`src/hdl/bgsd_pkg.sv`:
```
// ============================================================================
// bgsd_pkg: shared types, constants and functions for the battery gauge
// Segment codes, level bar thresholds and the digit bundle that goes to the
// segment encoder.
// ============================================================================
`default_nettype none

package bgsd_pkg;

    // millivolt reading at which the charge percent scale starts from zero
    localparam logic [13:0] MV_FLOOR    = 14'd3000;
    localparam logic [6:0]  PCT_FULL    = 7'd100;

    // reciprocal multipliers for exact constant division
    localparam logic [15:0] RECIP_TEN     = 16'd52429;  // x/10  = (x*52429) >> 19, x < 43690
    localparam logic [12:0] RECIP_HUNDRED = 13'd5243;   // x/100 = (x*5243)  >> 19, x < 2048
    localparam logic [7:0]  RECIP_TEN_LO  = 8'd205;     // x/10  = (x*205)   >> 11, x < 128

    // indicator codes
    localparam logic [2:0] IND_PERCENT = 3'b001;
    localparam logic [2:0] IND_VOLTS   = 3'b110;

    // seven-segment codes, segments g..a
    localparam logic [6:0] SEG_0 = 7'b0111111;
    localparam logic [6:0] SEG_1 = 7'b0000110;
    localparam logic [6:0] SEG_2 = 7'b1011011;
    localparam logic [6:0] SEG_3 = 7'b1001111;
    localparam logic [6:0] SEG_4 = 7'b1100110;
    localparam logic [6:0] SEG_5 = 7'b1101101;
    localparam logic [6:0] SEG_6 = 7'b1111101;
    localparam logic [6:0] SEG_7 = 7'b0000111;
    localparam logic [6:0] SEG_8 = 7'b1111111;
    localparam logic [6:0] SEG_9 = 7'b1101111;
    localparam logic [6:0] SEG_OFF = 7'b0000000;

    // digits and flags handed to the segment encoder
    typedef struct packed {
        logic       pct_mode;  // 1: percent indicator, else volts
        logic [4:0] bar;
        logic       blank0;    // hundreds digit dark
        logic       blank1;    // tens digit dark
        logic [3:0] d0;
        logic [3:0] d1;
        logic [3:0] d2;
    } digit_set_t;

    function automatic logic [6:0] seg7(input logic [3:0] d);
        logic [6:0] s;
        case (d)
            4'd0:    s = SEG_0;
            4'd1:    s = SEG_1;
            4'd2:    s = SEG_2;
            4'd3:    s = SEG_3;
            4'd4:    s = SEG_4;
            4'd5:    s = SEG_5;
            4'd6:    s = SEG_6;
            4'd7:    s = SEG_7;
            4'd8:    s = SEG_8;
            4'd9:    s = SEG_9;
            default: s = SEG_OFF;
        endcase
        return s;
    endfunction

    // thermometer bar: 5, 30, 50, 70, 90 percent
    function automatic logic [4:0] level_bar(input logic [6:0] pct);
        logic [4:0] b;
        b = {pct >= 7'd90, pct >= 7'd70, pct >= 7'd50, pct >= 7'd30, pct >= 7'd5};
        return b;
    endfunction

endpackage

`default_nettype wire

```
`src/hdl/bgsd_encode.sv`:
```
// ============================================================================
// bgsd_encode: display word packer
// Turns the bar, three digits with blanking flags and the mode into the
// 29-bit segment word.
// ============================================================================
`default_nettype none

module bgsd_encode (
    input  wire bgsd_pkg::digit_set_t ds,
    output logic [28:0]               word
);

    logic [6:0] seg0;
    logic [6:0] seg1;
    logic [6:0] seg2;
    logic [2:0] ind;

    // digit segments with leading blanking
    always_comb begin
        seg0 = ds.blank0 ? bgsd_pkg::SEG_OFF : bgsd_pkg::seg7(ds.d0);
        seg1 = ds.blank1 ? bgsd_pkg::SEG_OFF : bgsd_pkg::seg7(ds.d1);
        seg2 = bgsd_pkg::seg7(ds.d2);
        ind  = ds.pct_mode ? bgsd_pkg::IND_PERCENT : bgsd_pkg::IND_VOLTS;
    end

    assign word = {ds.bar, seg0, seg1, seg2, ind};

endmodule

`default_nettype wire

```
`src/hdl/battery_gauge_segment_display.sv`:
```
// Throughput: one word per cycle while the output is not stalled by m_tready;
// six register stages, at most one constant multiply each.
// Each stage advances when the stage after it is empty or moving, so bubbles
// close up behind a stalled output and s_tready drops only when all stages are full.
// Reset: aresetn (synchronous, active low) clears all stage valid bits; payload
// registers are not reset.
// ============================================================================
// battery_gauge_segment_display: battery meter with seven-segment output
// Converts a signed sample into millivolts, charge percent and a segment word
// showing a level bar and either percent or volts to hundredths.
// ============================================================================
`default_nettype none

module battery_gauge_segment_display (
    input  wire         aclk,
    input  wire         aresetn,
    // s_tdata: [15:0] voltage_reading (signed), [23:16] status_byte
    input  wire         s_tvalid,
    output logic        s_tready,
    input  wire  [23:0] s_tdata,
    // m_tdata: [28:0] display_word, [29] read_error, [43:30] millivolts,
    //          [50:44] charge_percent, [55:51] zero
    output logic        m_tvalid,
    input  wire         m_tready,
    output logic [55:0] m_tdata
);

    localparam int NUM_STAGES = 6;

    // fields that ride along through every stage
    typedef struct packed {
        logic        err;
        logic        pct_mode;
        logic [13:0] mv;
        logic [6:0]  pct;
    } ctx_t;

    logic [NUM_STAGES-1:0] valid_reg;
    logic [NUM_STAGES-1:0] valid_next;
    logic [NUM_STAGES-1:0] adv;

    // pipeline flow control
    always_comb begin
        adv[NUM_STAGES-1] = !valid_reg[NUM_STAGES-1] || m_tready;
        for (int k = NUM_STAGES - 2; k >= 0; k--) begin
            adv[k] = !valid_reg[k] || adv[k+1];
        end
        valid_next[0] = adv[0] ? s_tvalid : valid_reg[0];
        for (int k = 1; k < NUM_STAGES; k++) begin
            valid_next[k] = adv[k] ? valid_reg[k-1] : valid_reg[k];
        end
    end

    always_ff @(posedge aclk) begin
        if (!aresetn) begin
            valid_reg <= '0;
        end else begin
            valid_reg <= valid_next;
        end
    end

    assign s_tready = adv[0];

    // ---------------------------------------------------------------- stage 1
    // millivolts, percent, mv/10
    ctx_t        s1_ctx_next, s1_ctx_reg;
    logic [10:0] s1_q_next, s1_q_reg;
    logic [29:0] s1_prod;
    logic [13:0] s1_diff;

    always_comb begin
        s1_ctx_next.err      = s_tdata[15];
        s1_ctx_next.pct_mode = s_tdata[20];
        s1_ctx_next.mv       = s_tdata[14:1];
        s1_diff              = s_tdata[14:1] - bgsd_pkg::MV_FLOOR;
        if (s_tdata[14:1] < bgsd_pkg::MV_FLOOR) begin
            s1_ctx_next.pct = '0;
        end else if (s1_diff[13:3] > {4'd0, bgsd_pkg::PCT_FULL}) begin
            s1_ctx_next.pct = bgsd_pkg::PCT_FULL;
        end else begin
            s1_ctx_next.pct = s1_diff[9:3];
        end
        s1_prod   = {16'd0, s_tdata[14:1]} * {14'd0, bgsd_pkg::RECIP_TEN};
        s1_q_next = s1_prod[29:19];
    end

    always_ff @(posedge aclk) begin
        if (adv[0]) begin
            s1_ctx_reg <= s1_ctx_next;
            s1_q_reg   <= s1_q_next;
        end
    end

    // ---------------------------------------------------------------- stage 2
    // rounded centivolts, bar, percent tens
    ctx_t        s2_ctx_reg;
    logic [10:0] s2_cv_next, s2_cv_reg;
    logic [4:0]  s2_bar_next, s2_bar_reg;
    logic [3:0]  s2_pt_next, s2_pt_reg;
    logic [13:0] s2_rem;
    logic [14:0] s2_prod;

    always_comb begin
        s2_rem      = s1_ctx_reg.mv - ({s1_q_reg, 3'b000} + {2'b00, s1_q_reg, 1'b0});
        s2_cv_next  = s1_q_reg + ((s2_rem >= 14'd5) ? 11'd1 : 11'd0);
        s2_bar_next = bgsd_pkg::level_bar(s1_ctx_reg.pct);
        s2_prod     = {8'd0, s1_ctx_reg.pct} * {7'd0, bgsd_pkg::RECIP_TEN_LO};
        s2_pt_next  = s2_prod[14:11];
    end

    always_ff @(posedge aclk) begin
        if (adv[1]) begin
            s2_ctx_reg <= s1_ctx_reg;
            s2_cv_reg  <= s2_cv_next;
            s2_bar_reg <= s2_bar_next;
            s2_pt_reg  <= s2_pt_next;
        end
    end

    // ---------------------------------------------------------------- stage 3
    // volts digit, percent ones
    ctx_t        s3_ctx_reg;
    logic [10:0] s3_cv_reg;
    logic [4:0]  s3_bar_reg;
    logic [3:0]  s3_pt_reg;
    logic [4:0]  s3_h_next, s3_h_reg;
    logic [3:0]  s3_po_next, s3_po_reg;
    logic [23:0] s3_prod;
    logic [6:0]  s3_po_full;

    always_comb begin
        s3_prod    = {13'd0, s2_cv_reg} * {11'd0, bgsd_pkg::RECIP_HUNDRED};
        s3_h_next  = s3_prod[23:19];
        s3_po_full = s2_ctx_reg.pct - ({s2_pt_reg, 3'b000} + {2'b00, s2_pt_reg, 1'b0});
        s3_po_next = s3_po_full[3:0];
    end

    always_ff @(posedge aclk) begin
        if (adv[2]) begin
            s3_ctx_reg <= s2_ctx_reg;
            s3_cv_reg  <= s2_cv_reg;
            s3_bar_reg <= s2_bar_reg;
            s3_pt_reg  <= s2_pt_reg;
            s3_h_reg   <= s3_h_next;
            s3_po_reg  <= s3_po_next;
        end
    end

    // ---------------------------------------------------------------- stage 4
    // centivolts below one volt
    ctx_t        s4_ctx_reg;
    logic [4:0]  s4_bar_reg;
    logic [3:0]  s4_pt_reg;
    logic [3:0]  s4_po_reg;
    logic [4:0]  s4_h_reg;
    logic [6:0]  s4_rest_next, s4_rest_reg;
    logic [10:0] s4_rest_full;

    always_comb begin
        s4_rest_full = s3_cv_reg - ({s3_h_reg, 6'd0} + {1'b0, s3_h_reg, 5'd0}
                                    + {4'd0, s3_h_reg, 2'd0});
        s4_rest_next = s4_rest_full[6:0];
    end

    always_ff @(posedge aclk) begin
        if (adv[3]) begin
            s4_ctx_reg  <= s3_ctx_reg;
            s4_bar_reg  <= s3_bar_reg;
            s4_pt_reg   <= s3_pt_reg;
            s4_po_reg   <= s3_po_reg;
            s4_h_reg    <= s3_h_reg;
            s4_rest_reg <= s4_rest_next;
        end
    end

    // ---------------------------------------------------------------- stage 5
    // tenths of a volt
    ctx_t        s5_ctx_reg;
    logic [4:0]  s5_bar_reg;
    logic [3:0]  s5_pt_reg;
    logic [3:0]  s5_po_reg;
    logic [4:0]  s5_h_reg;
    logic [6:0]  s5_rest_reg;
    logic [3:0]  s5_vt_next, s5_vt_reg;
    logic [14:0] s5_prod;

    always_comb begin
        s5_prod    = {8'd0, s4_rest_reg} * {7'd0, bgsd_pkg::RECIP_TEN_LO};
        s5_vt_next = s5_prod[14:11];
    end

    always_ff @(posedge aclk) begin
        if (adv[4]) begin
            s5_ctx_reg  <= s4_ctx_reg;
            s5_bar_reg  <= s4_bar_reg;
            s5_pt_reg   <= s4_pt_reg;
            s5_po_reg   <= s4_po_reg;
            s5_h_reg    <= s4_h_reg;
            s5_rest_reg <= s4_rest_reg;
            s5_vt_reg   <= s5_vt_next;
        end
    end

    // ---------------------------------------------------------------- stage 6
    // digit select, segment encode, output register
    bgsd_pkg::digit_set_t s6_ds;
    logic [6:0]  s6_vo_full;
    logic        s6_hund;
    logic [3:0]  s6_ptens;
    logic [28:0] s6_word;
    logic [55:0] m_tdata_next, m_tdata_reg;

    always_comb begin
        s6_vo_full     = s5_rest_reg - ({s5_vt_reg, 3'b000} + {2'b00, s5_vt_reg, 1'b0});
        s6_hund        = (s5_ctx_reg.pct == bgsd_pkg::PCT_FULL);
        s6_ptens       = s6_hund ? 4'd0 : s5_pt_reg;
        s6_ds.pct_mode = s5_ctx_reg.pct_mode;
        s6_ds.bar      = s5_bar_reg;
        if (s5_ctx_reg.pct_mode) begin
            s6_ds.blank0 = !s6_hund;
            s6_ds.blank1 = !s6_hund && (s6_ptens == 4'd0);
            s6_ds.d0     = {3'd0, s6_hund};
            s6_ds.d1     = s6_ptens;
            s6_ds.d2     = s5_po_reg;
        end else if (s5_h_reg > 5'd9) begin
            // ten volts and up: pin at 9.99
            s6_ds.blank0 = 1'b0;
            s6_ds.blank1 = 1'b0;
            s6_ds.d0     = 4'd9;
            s6_ds.d1     = 4'd9;
            s6_ds.d2     = 4'd9;
        end else begin
            s6_ds.blank0 = 1'b0;
            s6_ds.blank1 = 1'b0;
            s6_ds.d0     = s5_h_reg[3:0];
            s6_ds.d1     = s5_vt_reg;
            s6_ds.d2     = s6_vo_full[3:0];
        end
    end

    bgsd_encode u_encode (
        .ds   (s6_ds),
        .word (s6_word)
    );

    // negative sample: only the error flag survives
    always_comb begin
        if (s5_ctx_reg.err) begin
            m_tdata_next = {5'd0, 7'd0, 14'd0, 1'b1, 29'd0};
        end else begin
            m_tdata_next = {5'd0, s5_ctx_reg.pct, s5_ctx_reg.mv, 1'b0, s6_word};
        end
    end

    always_ff @(posedge aclk) begin
        if (adv[5]) begin
            m_tdata_reg <= m_tdata_next;
        end
    end

    assign m_tvalid = valid_reg[NUM_STAGES-1];
    assign m_tdata  = m_tdata_reg;

    // ------------------------------------------------------------- assertions
    // an error word carries nothing else
    a_err_clean : assert property (@(posedge aclk) disable iff (!aresetn)
        m_tvalid && m_tdata[29] |-> m_tdata[28:0] == 29'd0 && m_tdata[55:30] == 26'd0)
        else $error("error word has stray payload");

    // charge never exceeds full scale
    a_pct_range : assert property (@(posedge aclk) disable iff (!aresetn)
        m_tvalid |-> m_tdata[50:44] <= bgsd_pkg::PCT_FULL)
        else $error("charge percent above 100");

    // good words carry a valid indicator
    a_ind_code : assert property (@(posedge aclk) disable iff (!aresetn)
        m_tvalid && !m_tdata[29] |->
            m_tdata[2:0] == bgsd_pkg::IND_PERCENT || m_tdata[2:0] == bgsd_pkg::IND_VOLTS)
        else $error("bad indicator code");

    // input held off only when every stage is occupied
    a_full_stall : assert property (@(posedge aclk) disable iff (!aresetn)
        !s_tready |-> &valid_reg)
        else $error("input stalled with a bubble in the pipeline");

    // a stalled output word stays put and the stage keeps its valid
    a_out_hold : assert property (@(posedge aclk) disable iff (!aresetn)
        m_tvalid && !m_tready |=> m_tvalid && $stable(m_tdata_reg))
        else $error("output word lost under stall");

endmodule

`default_nettype wire
```
`config.mk`:
```
export PLATFORM = sky130hd
export DESIGN_NAME = battery_gauge_segment_display
export DESIGN_NICKNAME = d
export VERILOG_FILES = /design/src/hdl/bgsd_pkg.sv /design/src/hdl/bgsd_encode.sv /design/src/hdl/battery_gauge_segment_display.sv
export SDC_FILE = /design/constraint.sdc
export NUM_CORES = 1
export LEC_CHECK = 0
export ABC_AREA = 1
export BUFFER_PORTS_ARGS = -buffer_cell sky130_fd_sc_hd__buf_2
export CAP_MARGIN = 30
export CORE_MARGIN = 1.5
export CORE_UTILIZATION = 57
export DETAILED_ROUTE_END_ITERATION = 10
export PLACE_DENSITY = 0.82
export SLEW_MARGIN = 0
export SYNTH_ARGS = -nofsm -noshare
export SYNTH_HDL_FRONTEND = slang
export SYNTH_HIERARCHICAL = 1
export SYNTH_SLANG_ARGS = --single-unit
```
`constraint.sdc`:
```
create_clock -name aclk -period 4.4 [get_ports aclk]
set_input_delay 0.22 -clock aclk [delete_from_list [all_inputs] [get_ports aclk]]
set_output_delay 0.22 -clock aclk [all_outputs]
set_load 0.1 [all_outputs]
```
# Yosys cells after proc, flatten, opt, wreduce, memory -nomap -nowiden
# Memory sizes are Yosys's and may differ from the RTL's.
# Cells that the tools add are included.
[classes]
mul = 4
add_sub_neg = 11
n_eq_ne = 1
order_cmp = 9
n_reduce_logical = 18
n_mux = 9
[ops]
columns = ["op", "n"]
rows = [
  ["14-bit by 16-bit multiplier with 30-bit output, second input constant", 1],
  ["7-bit by 8-bit multiplier with 15-bit output, second input constant", 2],
  ["30-bit two-way mux", 1],
  ["11-bit by 13-bit multiplier with 24-bit output, second input constant", 1],
  ["7-bit two-way mux", 3],
  ["14-bit by 12-bit adder with 14-bit output", 1],
  ["7-bit adder", 2],
  ["14-bit by 3-bit >= comparator with 1-bit output, second input constant", 1],
  ["7-bit >= comparator, second input constant", 2],
  ["14-bit by 12-bit < comparator with 1-bit output, second input constant", 1],
  ["14-bit two-way mux", 1],
  ["14-bit by 12-bit subtractor with 14-bit output, second input constant", 1],
  ["14-bit subtractor", 1],
  ["12-bit two-way mux", 1],
  ["11-bit by 1-bit adder with 11-bit output", 1],
  ["11-bit by 7-bit greater-than comparator with 1-bit output, second input constant", 1],
  ["4-bit adder", 2],
  ["4-bit subtractor", 2],
  ["7-bit == test, second input constant", 1],
  ["7-bit by 3-bit >= comparator with 1-bit output, second input constant", 1],
  ["7-bit by 5-bit >= comparator with 1-bit output, second input constant", 1],
  ["7-bit by 6-bit >= comparator with 1-bit output, second input constant", 1],
  ["1-bit zero test", 7],
  ["7-bit subtractor", 1],
  ["other kinds (8)", 15],
]
[totals]
memories = 3
wordCells = 106
ff_bits = 284
romBits = 336
inputBits = 28
[memory_table]
columns = ["memory", "words", "word_bits", "rd", "rd_ports_with_merged_regs", "write_ports", "line_no", "rtl"]
rows = [
  ["(name not given)", 16, 7, 1, 0, 0, "bgsd_pkg.sv:49", "case (d)"],
  ["(name not given)", 16, 7, 1, 0, 0, "bgsd_pkg.sv:49", ""],
  ["(name not given)", 16, 7, 1, 0, 0, "bgsd_pkg.sv:49", ""],
]

# Logic depth before layout (Yosys ltp)
# Gate-level depths: netlist (run 1).
# An unclocked memory read counts as a cell.
[logic_depth]
depth_word = 8
ltp_mapped = 23
depth_no_buf = 23

# Cells and area by module
# The synthesis (run 1) kept the hierarchy.
[by_module_without_submodules]
columns = ["mod", "area_per_inst_um2", "seq_area_each_um2", "cells_each", "n_inst"]
rows = [
  ["battery_gauge_segment_display", 19546.2, 8318.0, 1828, 1],
  ["bgsd_encode", 635.6, 0.0, 115, 1],
]

# Least setup slack after synthesis (run 1)
# OpenSTA, ideal clock, no wires.
[synth_path]
kind = "flip-flop to flip-flop"
startpoint = "register valid_reg[5]"
endpoint = "register s1_ctx_reg[0] (netlist name) (enable)"
setup_time_ps = 423
t_required_ps = 3977
arrival_time_ps = 5201
n_path_buf = 0
slack_ps = -1225
period_less_slack_ps = 5625
path_stages_with_launch = 10
cell_sequence = "dfxtp_1 inv_1 nor2_1 inv_1 nor2_1 inv_1 nor2_2 nand2_2 nor2_4 nand2_1"
[synth_between]
elab_chain_cells = 7
[synth_lines]
columns = ["element", "line_no", "rtl"]
rows = [
  ["from (decl)", "battery_gauge_segment_display.sv:38", "logic [NUM_STAGES-1:0] valid_reg;"],
  ["from (signal assigned)", "battery_gauge_segment_display.sv:58", "valid_reg <= valid_next;"],
  ["1-bit zero test", "battery_gauge_segment_display.sv:44", "adv[NUM_STAGES-1] = !valid_reg[NUM_STAGES-1] || m_tready;"],
  ["1-bit logical OR", "battery_gauge_segment_display.sv:44", ""],
  ["net adv[5]", "battery_gauge_segment_display.sv:40", "logic [NUM_STAGES-1:0] adv;"],
  ["1-bit logical OR", "battery_gauge_segment_display.sv:46", "adv[k] = !valid_reg[k] || adv[k+1];"],
  ["net adv[4]", "battery_gauge_segment_display.sv:40", ""],
  ["1-bit logical OR (2 in a row)", "battery_gauge_segment_display.sv:46", ""],
  ["net adv[2]", "battery_gauge_segment_display.sv:40", ""],
  ["1-bit logical OR (2 in a row)", "battery_gauge_segment_display.sv:46", ""],
  ["net s_tready", "battery_gauge_segment_display.sv:19", "output logic s_tready,"],
  ["to (signal assigned)", "battery_gauge_segment_display.sv:89", "s1_ctx_reg <= s1_ctx_next;"],
  ["to (decl)", "battery_gauge_segment_display.sv:66", "ctx_t s1_ctx_next, s1_ctx_reg;"],
]
# The timed path passes the listed nets, and every way through them passes these cells.
# A chain may end at the register's enable or synchronous reset.

# Worst setup path in the final report (run 1)
[layout_path]
startpoint = "register s2_cv_reg[6]"
endpoint = "register s3_h_reg[1] (data pin)"
[layout_between]
elab_chain_cells = 1
[layout_lines]
columns = ["element", "line_no", "rtl"]
rows = [
  ["from (decl)", "battery_gauge_segment_display.sv:97", "logic [10:0] s2_cv_next, s2_cv_reg;"],
  ["from (signal assigned)", "battery_gauge_segment_display.sv:114", "s2_cv_reg <= s2_cv_next;"],
  ["11-bit by 13-bit multiplier with 24-bit output", "battery_gauge_segment_display.sv:132", "s3_prod = {13'd0, s2_cv_reg} * {11'd0, bgsd_pkg::RECIP_HUNDRED};"],
  ["net s3_prod[20]", "battery_gauge_segment_display.sv:128", "logic [23:0] s3_prod;"],
  ["to (signal assigned)", "battery_gauge_segment_display.sv:144", "s3_h_reg <= s3_h_next;"],
  ["to (decl)", "battery_gauge_segment_display.sv:126", "logic [4:0] s3_h_next, s3_h_reg;"],
]
# The timed path passes the listed nets, and every way through them passes these cells.

==> reports/results.tsv, run 1 <==
metric	value	unit
status	complete, but fails checks	
failing checks	setup timing	
slew margin rel.	39.9	%
gr ovfl total	0	
layout cell share with drive strength beyond 1	15.9	%
DP Area	21900	sq um
largest cells by area after synthesis	edfxtp_1 (41%), ha_1 (20%), fa_1 (12%), inv_1 (8.4%), nand2_1 (4.7%)	
commonest non-fill, non-tap cell in the layout	inv_1	
Worst Tran Pin Value	0.900	ns
ANT nets after route	0	
Avg Cell Area, Syn	10.4	sq um
crit path DAT	4.72	ns
cell row count	68	
cell taking the most area after synthesis	edfxtp_1	
CP Launch Point	s2_cv_reg[6]	
drc violations	0	
Filler cells	2393	
Synth top area share	40.6	%
Stages on worst setup path	16	
final WL	43100	um
Ys Warns	6	
slowest stage delay, CP	0.62	ns
met2 usage	43.8	%
die area	36500	sq um
maximum clock frequency	225	MHz
H-Tree Depth	1	
worst reg2reg endpoint	s3_h_reg[1]	
Die Y	191	um
sequential area share after synthesis	41.2	%
Setup violations, final	3	
CTS buffer count	29	
met3 Usage GRT	2.29	%
Cells after Synth	1943	
max FFs per register	51	
number of global-route vias before repair	14100	
post-synthesis cell area	20200	sq um
R2R depth	16	
Root Buffer	clkbuf_16	
fin cells	2634	
Hold Vio Cnt, Final	0	
FF-to-FF Start	s2_cv_reg[6]	
CTS max path bufs	3	
post-route worst setup slack	-0.0384	ns
design area	23400	sq um
Wirelength per Cell	16.4	um
crit path capture type	register	
post-place setup slack	-0.389	ns
Setup crit end	s3_h_reg[1]	
register bit total from synthesis	279	
Vias	14000	
Max-cap violations	0	
NumNets Final	2618	
crit path max fanout	5	
clock period minus worst slack	4.44	ns
initial antenna violation count	0	
Post-synth ARST share	0	%
gr busiest metal	met2	
final worst path period share	101	%
CP Buf/Inv Count	4	
Slew Viols, Final	0	
post-DP HPWL	32800	um
total I/O pin count	86	
initial core utilization	58.1	%
CTS tree	built	
Synth cell types	45	
kind of critical path	register to register	
CP delay by family, top	adder cells	
r2r setup slk	-0.04	ns
Hold WC Path Type	input port to register	
Worst Path Required	4.69	ns
clock skew after layout	0.0144	ns
Post-synth EDFFs	273	
placed cell count	2564	
first-pass GRT wire length	68100	um
Max stage delay cell, worst path	fa_2	
Initial DRT Pass Iterations	7	
largest net degree at the start of global routing	53	
initial drt markers	914	
Overall Global Routing Usage	23.5	%
worst hold path depth	2	
port bufs	72	
Core Footprint	34700	sq um
Fin Hold WS	0.0249	ns
clock latency at the later pin of the worst-skew pair	0.55	ns
met1 usage	28.6	%
TritonCTS sink count	279	
RSZ-0062 raised after global routing	true	
ANT cells	0	
final weighted congestion in routability-driven placement	0.916	
most frequent cells in the layout	inv_1 (426), ha_1 (298), edfxtp_1 (273)	
DIE WIDTH	191	um
crit start category	register	
Top FF cell, synth	edfxtp_1	
Clock Pin Slew Worst Setup and Hold Paths	0.06	ns
vias per inst	5.33	
CP Cell Sequence	inv_2 > fa_2 > fa_1 > fa_1 > inv_2 > fa_1 > fa_2 > ha_4 > nand2_2 > inv_2 > o21ai_2 > buf_4 > nand3_2 > nand2_1 > nand3_2 > xor2_1	
growth of design area from synthesis to finish	15.7	%
[kinds of logic (layout without fill, tap and decap cells)]
kind of cell,after synthesis,after routing,share of synthesized area (%)
flip-flops,279,279,41.2
AND/OR/NAND/NOR,542,542,11.3
buffers and inverters,470,702,9.00
XOR/XNOR,61,61,2.65
AO/OA/AOI/OAI,157,157,4.61
other,1,5,0.0186
adder cells (fa/ha/maj),433,433,31.2
[worst reg2reg max path, stage by stage (launching register included)]
cell,delay (ns)
edfxtp_1,0.40
inv_2,0.06
fa_2,0.57
fa_1,0.45
fa_1,0.55
inv_2,0.05
fa_1,0.47
fa_2,0.62
ha_4,0.24
nand2_2,0.08
inv_2,0.04
o21ai_2,0.09
buf_4,0.16
nand3_2,0.07
nand2_1,0.07
nand3_2,0.09
xor2_1,0.17
[worst min-delay path by stage]
| stage | from | to | slack (ns) |
|---|---|---|---|
| after floorplan | s_tdata[4] | s1_ctx_reg[10] | 0.32 |
| after global placement | s_tdata[20] | s1_ctx_reg[21] | 0.40 |
| after detailed placement | s_tdata[15] | s1_ctx_reg[22] | 0.40 |
| after CTS | s_tdata[14] | s1_ctx_reg[20] | 0.01 |
| after global routing | s_tdata[14] | s1_ctx_reg[20] | 0.02 |
| final | s_tdata[14] | s1_ctx_reg[20] | 0.02 |
[layout make-up]
type	instances	area, sq um	area share, %
well taps	455	569	2.44
multi-input cells	1198	10500	44.9
clock buffers	35	768	3.29
clock inverters	18	166	0.712
inverters	451	1710	7.31
flip-flops and latches	279	8320	35.6
repair buffers	198	1330	5.70
[layer usage]
layer,share of wire [%],routed length [um],vias up
met2,52,22400,497
met4,3.1,1340,0
li1,-,-,6714
met1,40,17200,6723
met5,0,0,-
met3,5.1,2210,114
[metrics by stage]
stage / TNS (ns) / utilization [%]
after detailed placement: -4.63 / 63.1
after global placement: -3.43 / 63.1
final: -0.0957 / 67.3
after CTS: 0 / 66.6
after floorplan: 0 / -
after global routing: -0.702 / 67.3
[what timing repair did]
action,CTS,global route
setup endpoints to repair,5,7
hold endpoints to repair,5,0
gates resized for setup,36,50
hold buffers,4,0
setup buffers,7,6
pin swaps,27,25
[synth_stat cells, drive strengths merged, types with 7 or more instances]
library cell,number
nor2,161
nor3,21
nand4,22
nand3,70
nand2,254
fa,117
ha,316
o21bai,15
a21oi,63
o21ai,39
a21o,8
inv,451
xnor2,18
buf,13
edfxtp,273
a31oi,7
xor2,43
o21a,9
Power of run 1 is left out: the tool's default activity adds up to more than one toggle a clock period on the data nets, which glitch-free logic cannot reach.
==> inputs of run 2 (changes only) <==
RECOVER_POWER = 100   (was not set)
==> run 2 against run 1 <==
  * The run ends with capacitance limit, slew limit, setup timing left
  * Sequential share of layout area is 0.27 points higher
  * Final cell count unchanged
  * First-iteration DRC count is 3.2% higher
  * Die area stayed put
  * Wire length is essentially flat
  * Global-route usage unchanged
  * Non-clock buffer count did not move
  * Via count grew 0.13%
  * Critical path type unchanged
==> reports/results.tsv, run 2 (same netlist as run 1, synthesis figures left out) <==
metric	value	unit	change
Vias	14100		was 14000
Worst Path Required	4.68	ns	was 4.69 ns
Hold Vio Cnt, Final	0		unchanged
commonest non-fill, non-tap cell in the layout	inv_1		unchanged
slew margin rel.	-77.1	%	was 39.9%
Root Buffer	clkbuf_16		unchanged
status	complete, but fails checks		unchanged
Die Y	191	um	unchanged
RSZ-0062 raised after global routing	true		unchanged
crit path DAT	4.72	ns	about the same
vias per inst	5.34		was 5.33
die area	36500	sq um	unchanged
initial antenna violation count	0		unchanged
Max stage delay cell, worst path	fa_2		unchanged
Clock Pin Slew Worst Setup and Hold Paths	0.06	ns	about the same
crit path max fanout	5		unchanged
Wirelength per Cell	16.4	um	about the same
ANT cells	0		unchanged
H-Tree Depth	1		unchanged
cell row count	68		unchanged
number of global-route vias before repair	14100		unchanged
slowest stage delay, CP	0.62	ns	about the same
kind of critical path	register to register		unchanged
initial drt markers	943		was 914
clock skew after layout	0.0174	ns	was 0.0144 ns
Core Footprint	34700	sq um	unchanged
post-DP HPWL	32800	um	unchanged
DIE WIDTH	191	um	unchanged
CTS max path bufs	3		unchanged
CTS tree	built		unchanged
CTS buffer count	29		unchanged
port bufs	72		unchanged
clock period minus worst slack	4.44	ns	about the same
NumNets Final	2618		unchanged
DP Area	21900	sq um	unchanged
final WL	43200	um	was 43100 um
Hold WC Path Type	input port to register		unchanged
total I/O pin count	86		unchanged
initial core utilization	58.1	%	unchanged
Overall Global Routing Usage	23.5	%	unchanged
Initial DRT Pass Iterations	6		was 7
ANT nets after route	0		unchanged
drc violations	0		unchanged
CP Cell Sequence	inv_2 > fa_2 > fa_1 > fa_1 > inv_2 > fa_1 > fa_2 > ha_4 > nand2_2 > inv_2 > o21ai_2 > buf_4 > nand3_2 > nand2_1 > nand3_2 > xor2_1		unchanged
post-route worst setup slack	-0.0362	ns	was -0.0384 ns
first-pass GRT wire length	68100	um	unchanged
final worst path period share	101	%	about the same
Setup violations, final	3		unchanged
gr ovfl total	0		unchanged
crit start category	register		unchanged
design area	23200	sq um	was 23400 sq um
Worst Tran Pin Value	2.66	ns	was 0.900 ns
Max-cap violations	7		was 0
setup tns final	-0.0932	ns	was -0.0957 ns
TritonCTS sink count	279		unchanged
maximum clock frequency	225	MHz	about the same
Slew Viols, Final	333		was 0
largest net degree at the start of global routing	53		unchanged
crit path capture type	register		unchanged
growth of design area from synthesis to finish	14.8	%	was 15.7%
final weighted congestion in routability-driven placement	0.916		unchanged
max FFs per register	51		unchanged
clock latency at the later pin of the worst-skew pair	0.55	ns	about the same
failing checks	capacitance limit, slew limit, setup timing		was setup timing
post-place setup slack	-0.389	ns	unchanged
layout cell share with drive strength beyond 1	12.2	%	was 15.9%
most frequent cells in the layout	inv_1 (426), ha_1 (298), edfxtp_1 (273)		unchanged
[run 2: per-layer routing]
layer	global-route usage (%)	wire (um)	part of all wire (%)	up-vias
met1	28.6	17200	40	6700
met3	2.29	2260	5.2	135
met2	43.8	22200	52	509
met4	6.82	1460	3.4	0
met5	0	0	0	-
li1	-	-	-	6722
[run 2: layout make-up]
type                            instances  area, sq um
Clock buffer                           35          768
Clock inverter                         18          166
Fill cell                            2469        11500
Inverter                              451         1700
Multi-Input combinational cell       1198        10500
Sequential cell                       279         8320
Tap cell                              455          569
Timing Repair Buffer                  198         1190
[run 2: worst paths after layout]
kind	startpoint	to	slack, ns	cells after the start
worst min register to register	s2_bar_reg[2]	s3_bar_reg[2]	0.42	0
worst max register to register	s2_cv_reg[6]	s3_h_reg[1]	-0.04	16
worst max-delay path	s2_cv_reg[6]	s3_h_reg[1]	-0.04	16
worst min-delay path	s_tdata[9]	s1_ctx_reg[15]	0.08	2
[run 2: repair_timing]
action                                  CTS  global route
cloned                                    0             0
hold buffers                              4             0
hold endpoints to repair                  5             0
pin swaps                                27            25
setup buffers                             7             6
resized for setup                        36            50
endpoints found under the setup margin    5             7
[run 2: critical path, delay by kind of cell, from the launching register on]
family          cells  cell delay, ns
fa+ha+maj           6            2.90
flops               1            0.40
buf+inv             4            0.31
simple gates        4            0.30
xor+xnor            1            0.17
compound gates      1            0.09
[run 2: per-stage QoR]
stage | utilization (%) | cells | hold WS, ns
finish | 66.7 | 2634 | 0.0801
global route | 66.7 | 2634 | 0.0840
CTS | 66.6 | 2628 | 0.0116
detailed placement | 63.1 | 2564 | 0.400
global placement | 63.1 | 2564 | 0.399
floorplan | - | 1947 | 0.319
Power of run 2 is left out for the same reason.
==> inputs of run 3 (changes only) <==
ABC_AREA = not set   (was 1)
==> run 3 against run 2 <==
  * The flow still finishes with violations (capacitance limit, slew limit, setup timing)
  * Utilization increased by 1.2 points
  * Global-route usage decreased by 1.7 points
  * Hold slack got worse by 0.0059 ns
  * Flip-flop and latch count unchanged
  * Final cell count decreased by 16%
  * Clock skew increased by 0.0015 ns
  * Wire length decreased by 15%
==> reports/results.tsv, run 3 <==
metric	value	unit	change
most frequent cells in the layout	ha_1 (287), edfxtp_1 (273), inv_1 (264)		was inv_1 (426), ha_1 (298), edfxtp_1 (273)
R2R depth	16		unchanged
register bit total from synthesis	279		unchanged
cell taking the most area after synthesis	edfxtp_1		unchanged
failing checks	capacitance limit, slew limit, setup timing		unchanged
Hold WC Path Type	input port to register		unchanged
worst hold path depth	3		was 2
post-route worst setup slack	-0.289	ns	was -0.0362 ns
Max-cap violations	6		was 7
Hold Path End	valid_reg[5]		was s1_ctx_reg[15]
DIE WIDTH	186	um	was 191 um
Hold Vio Cnt, Final	0		unchanged
maximum clock frequency	213	MHz	was 225 MHz
crit path capture type	register		unchanged
initial core utilization	58.1	%	about the same
Worst Path Required	4.68	ns	about the same
Post-synth ARST share	0	%	unchanged
port bufs	72		unchanged
crit path max fanout	3		was 5
Synth cell types	67		was 45
Ys Warns	6		unchanged
final weighted congestion in routability-driven placement	0.914		was 0.916
vias per inst	5.33		was 5.34
hold_sp	m_tready		was s_tdata[9]
Clock Pin Slew Worst Setup and Hold Paths	0.06	ns	about the same
FF-to-FF Start	s2_cv_reg[9]		was s2_cv_reg[6]
first-pass GRT wire length	59000	um	was 68100 um
NumNets Final	2202		was 2618
max FFs per register	51		unchanged
cell row count	66		was 68
slowest stage delay, CP	0.59	ns	was 0.62 ns
status	complete, but fails checks		unchanged
sequential area share after synthesis	43.8	%	was 41.2%
commonest non-fill, non-tap cell in the layout	ha_1		was inv_1
clock period minus worst slack	4.69	ns	was 4.44 ns
slew margin rel.	-67.1	%	was -77.1%
gr ovfl total	0		unchanged
Overall Global Routing Usage	21.7	%	was 23.5%
final WL	36800	um	was 43200 um
Worst Tran Pin Value	2.51	ns	was 2.66 ns
CTS buffer count	27		was 29
post-synthesis cell area	19000	sq um	was 20200 sq um
worst reg2reg endpoint	s3_h_reg[2]		was s3_h_reg[1]
layout cell share with drive strength beyond 1	16.1	%	was 12.2%
ANT nets after route	0		unchanged
CTS tree	built		unchanged
CTS max path bufs	3		unchanged
Avg Cell Area, Syn	12.6	sq um	was 10.4 sq um
Max stage delay cell, worst path	fa_1		was fa_2
kind of critical path	register to register		unchanged
ANT cells	0		unchanged
Root Buffer	clkbuf_16		unchanged
largest net degree at the start of global routing	52		was 53
post-DP HPWL	27700	um	was 32800 um
initial drt markers	638		was 943
crit start category	register		unchanged
Synth top area share	43.2	%	was 40.6%
number of global-route vias before repair	12400		was 14100
r2r setup slk	-0.29	ns	was -0.04 ns
TritonCTS sink count	279		unchanged
crit path DAT	4.97	ns	was 4.72 ns
CP Cell Sequence	fa_2 > fa_1 > inv_1 > fa_1 > inv_1 > fa_2 > fa_1 > ha_4 > a21o_1 > a21oi_2 > o2111ai_2 > a21oi_2 > buf_6 > o21bai_4 > a21oi_2 > xnor2_1		was inv_2 > fa_2 > fa_1 > fa_1 > inv_2 > fa_1 > fa_2 > ha_4 > nand2_2 > inv_2 > o21ai_2 > buf_4 > nand3_2 > nand2_1 > nand3_2 > xor2_1
growth of design area from synthesis to finish	17.1	%	was 14.8%
Post-synth top cells	ha_1 (316), inv_1 (287), edfxtp_1 (273)		was inv_1 (451), ha_1 (316), edfxtp_1 (273)
clock skew after layout	0.0188	ns	was 0.0174 ns
Initial DRT Pass Iterations	5		was 6
drc violations	0		unchanged
Post-synth EDFFs	273		unchanged
final worst path period share	107	%	was 101%
Wirelength per Cell	16.7	um	was 16.4 um
initial antenna violation count	0		unchanged
Setup violations, final	18		was 3
Top FF cell, synth	edfxtp_1		unchanged
most frequent cell after synthesis	ha_1		was inv_1
clock latency at the later pin of the worst-skew pair	0.55	ns	about the same
die area	34400	sq um	was 36500 sq um
Slew Viols, Final	287		was 333
RSZ-0062 raised after global routing	true		unchanged
Die Y	186	um	was 191 um
post-place setup slack	-0.880	ns	was -0.389 ns
total I/O pin count	86		unchanged
Vias	11700		was 14100
Cells after Synth	1510		was 1943
H-Tree Depth	1		unchanged
Core Footprint	32700	sq um	was 34700 sq um
largest cells by area after synthesis	edfxtp_1 (43%), ha_1 (21%), fa_1 (12%), inv_1 (5.7%), xnor2_1 (2.3%)		was edfxtp_1 (41%), ha_1 (20%), fa_1 (12%), inv_1 (8.4%), nand2_1 (4.7%)
## run 3: logic make-up (layout without fill, tap and decap cells)
family,count (synthesis),after routing,synth area share (%)
AOI/OAI and AO/OA,197,197,7.06
buffers and inverters,309,557,6.36
xor gates and xnor gates,72,72,3.32
muxes,2,2,0.112
other,1,5,0.0197
adders and majority gates,433,433,33.2
and+or+nand+nor,217,217,6.17
DFF,279,279,43.8
## run 3: what timing repair did
item | CTS | global route
hold buffers | 7 | 0
resized for setup | 61 | 40
buffers inserted | 13 | 4
setup endpoints to repair | 14 | 19
hold endpoints to repair | 10 | 0
pin swaps | 73 | 39
## run 3: worst max-delay path: cells and delay by family (launching register included)
kind	cells	cell delay [ns]
AOI/OAI and AO/OA	6	0.92
DFF	1	0.45
xor gates and xnor gates	1	0.10
buffers and inverters	3	0.24
adders and majority gates	6	2.72
## run 3: layout make-up
class                           instances  area, sq um
Clock buffer                           31          691
Clock inverter                         19          171
Fill cell                            2208        10500
Inverter                              288         1100
Multi-Input combinational cell        926        10000
Sequential cell                       279         8320
Tap cell                              442          553
Timing Repair Buffer                  219         1390
## run 3: per-layer routing
layer	wire (um)	up-vias	global-route usage [%]
met5	0	-	0
met4	1300	0	8.71
met3	1800	94	2.35
met2	18900	346	40.1
met1	14700	5652	25.8
li1	-	5651	-
## run 3: worst max path at each step
stage / slack (ns) / from / end
global placement: -0.69 / s_tdata[13] / s1_q_reg[10]
detailed placement: -0.88 / s_tdata[13] / s1_q_reg[10]
floorplan: -0.32 / s_tdata[10] / s1_q_reg[10]
finish: -0.29 / s2_cv_reg[9] / s3_h_reg[2]
global route: -0.41 / s2_cv_reg[8] / s3_h_reg[2]
CTS: -0.28 / s2_cv_reg[9] / s3_h_reg[4]
## run 3: through the flow
step                area, sq um  setup TNS, ns  hold slack [ns]  util (%)  cells
floorplan                 19200          -2.04            0.319         -   1514
global placement          20900          -7.09            0.397      64.0   2129
detailed placement        20900          -8.95            0.399      64.1   2130
CTS                       22200          -1.72          0.00101      68.0   2199
global route              22200          -5.75           0.0909      68.0   2204
finish                    22200          -2.99           0.0742      68.0   2204
Power of run 3 is left out for the same reason.
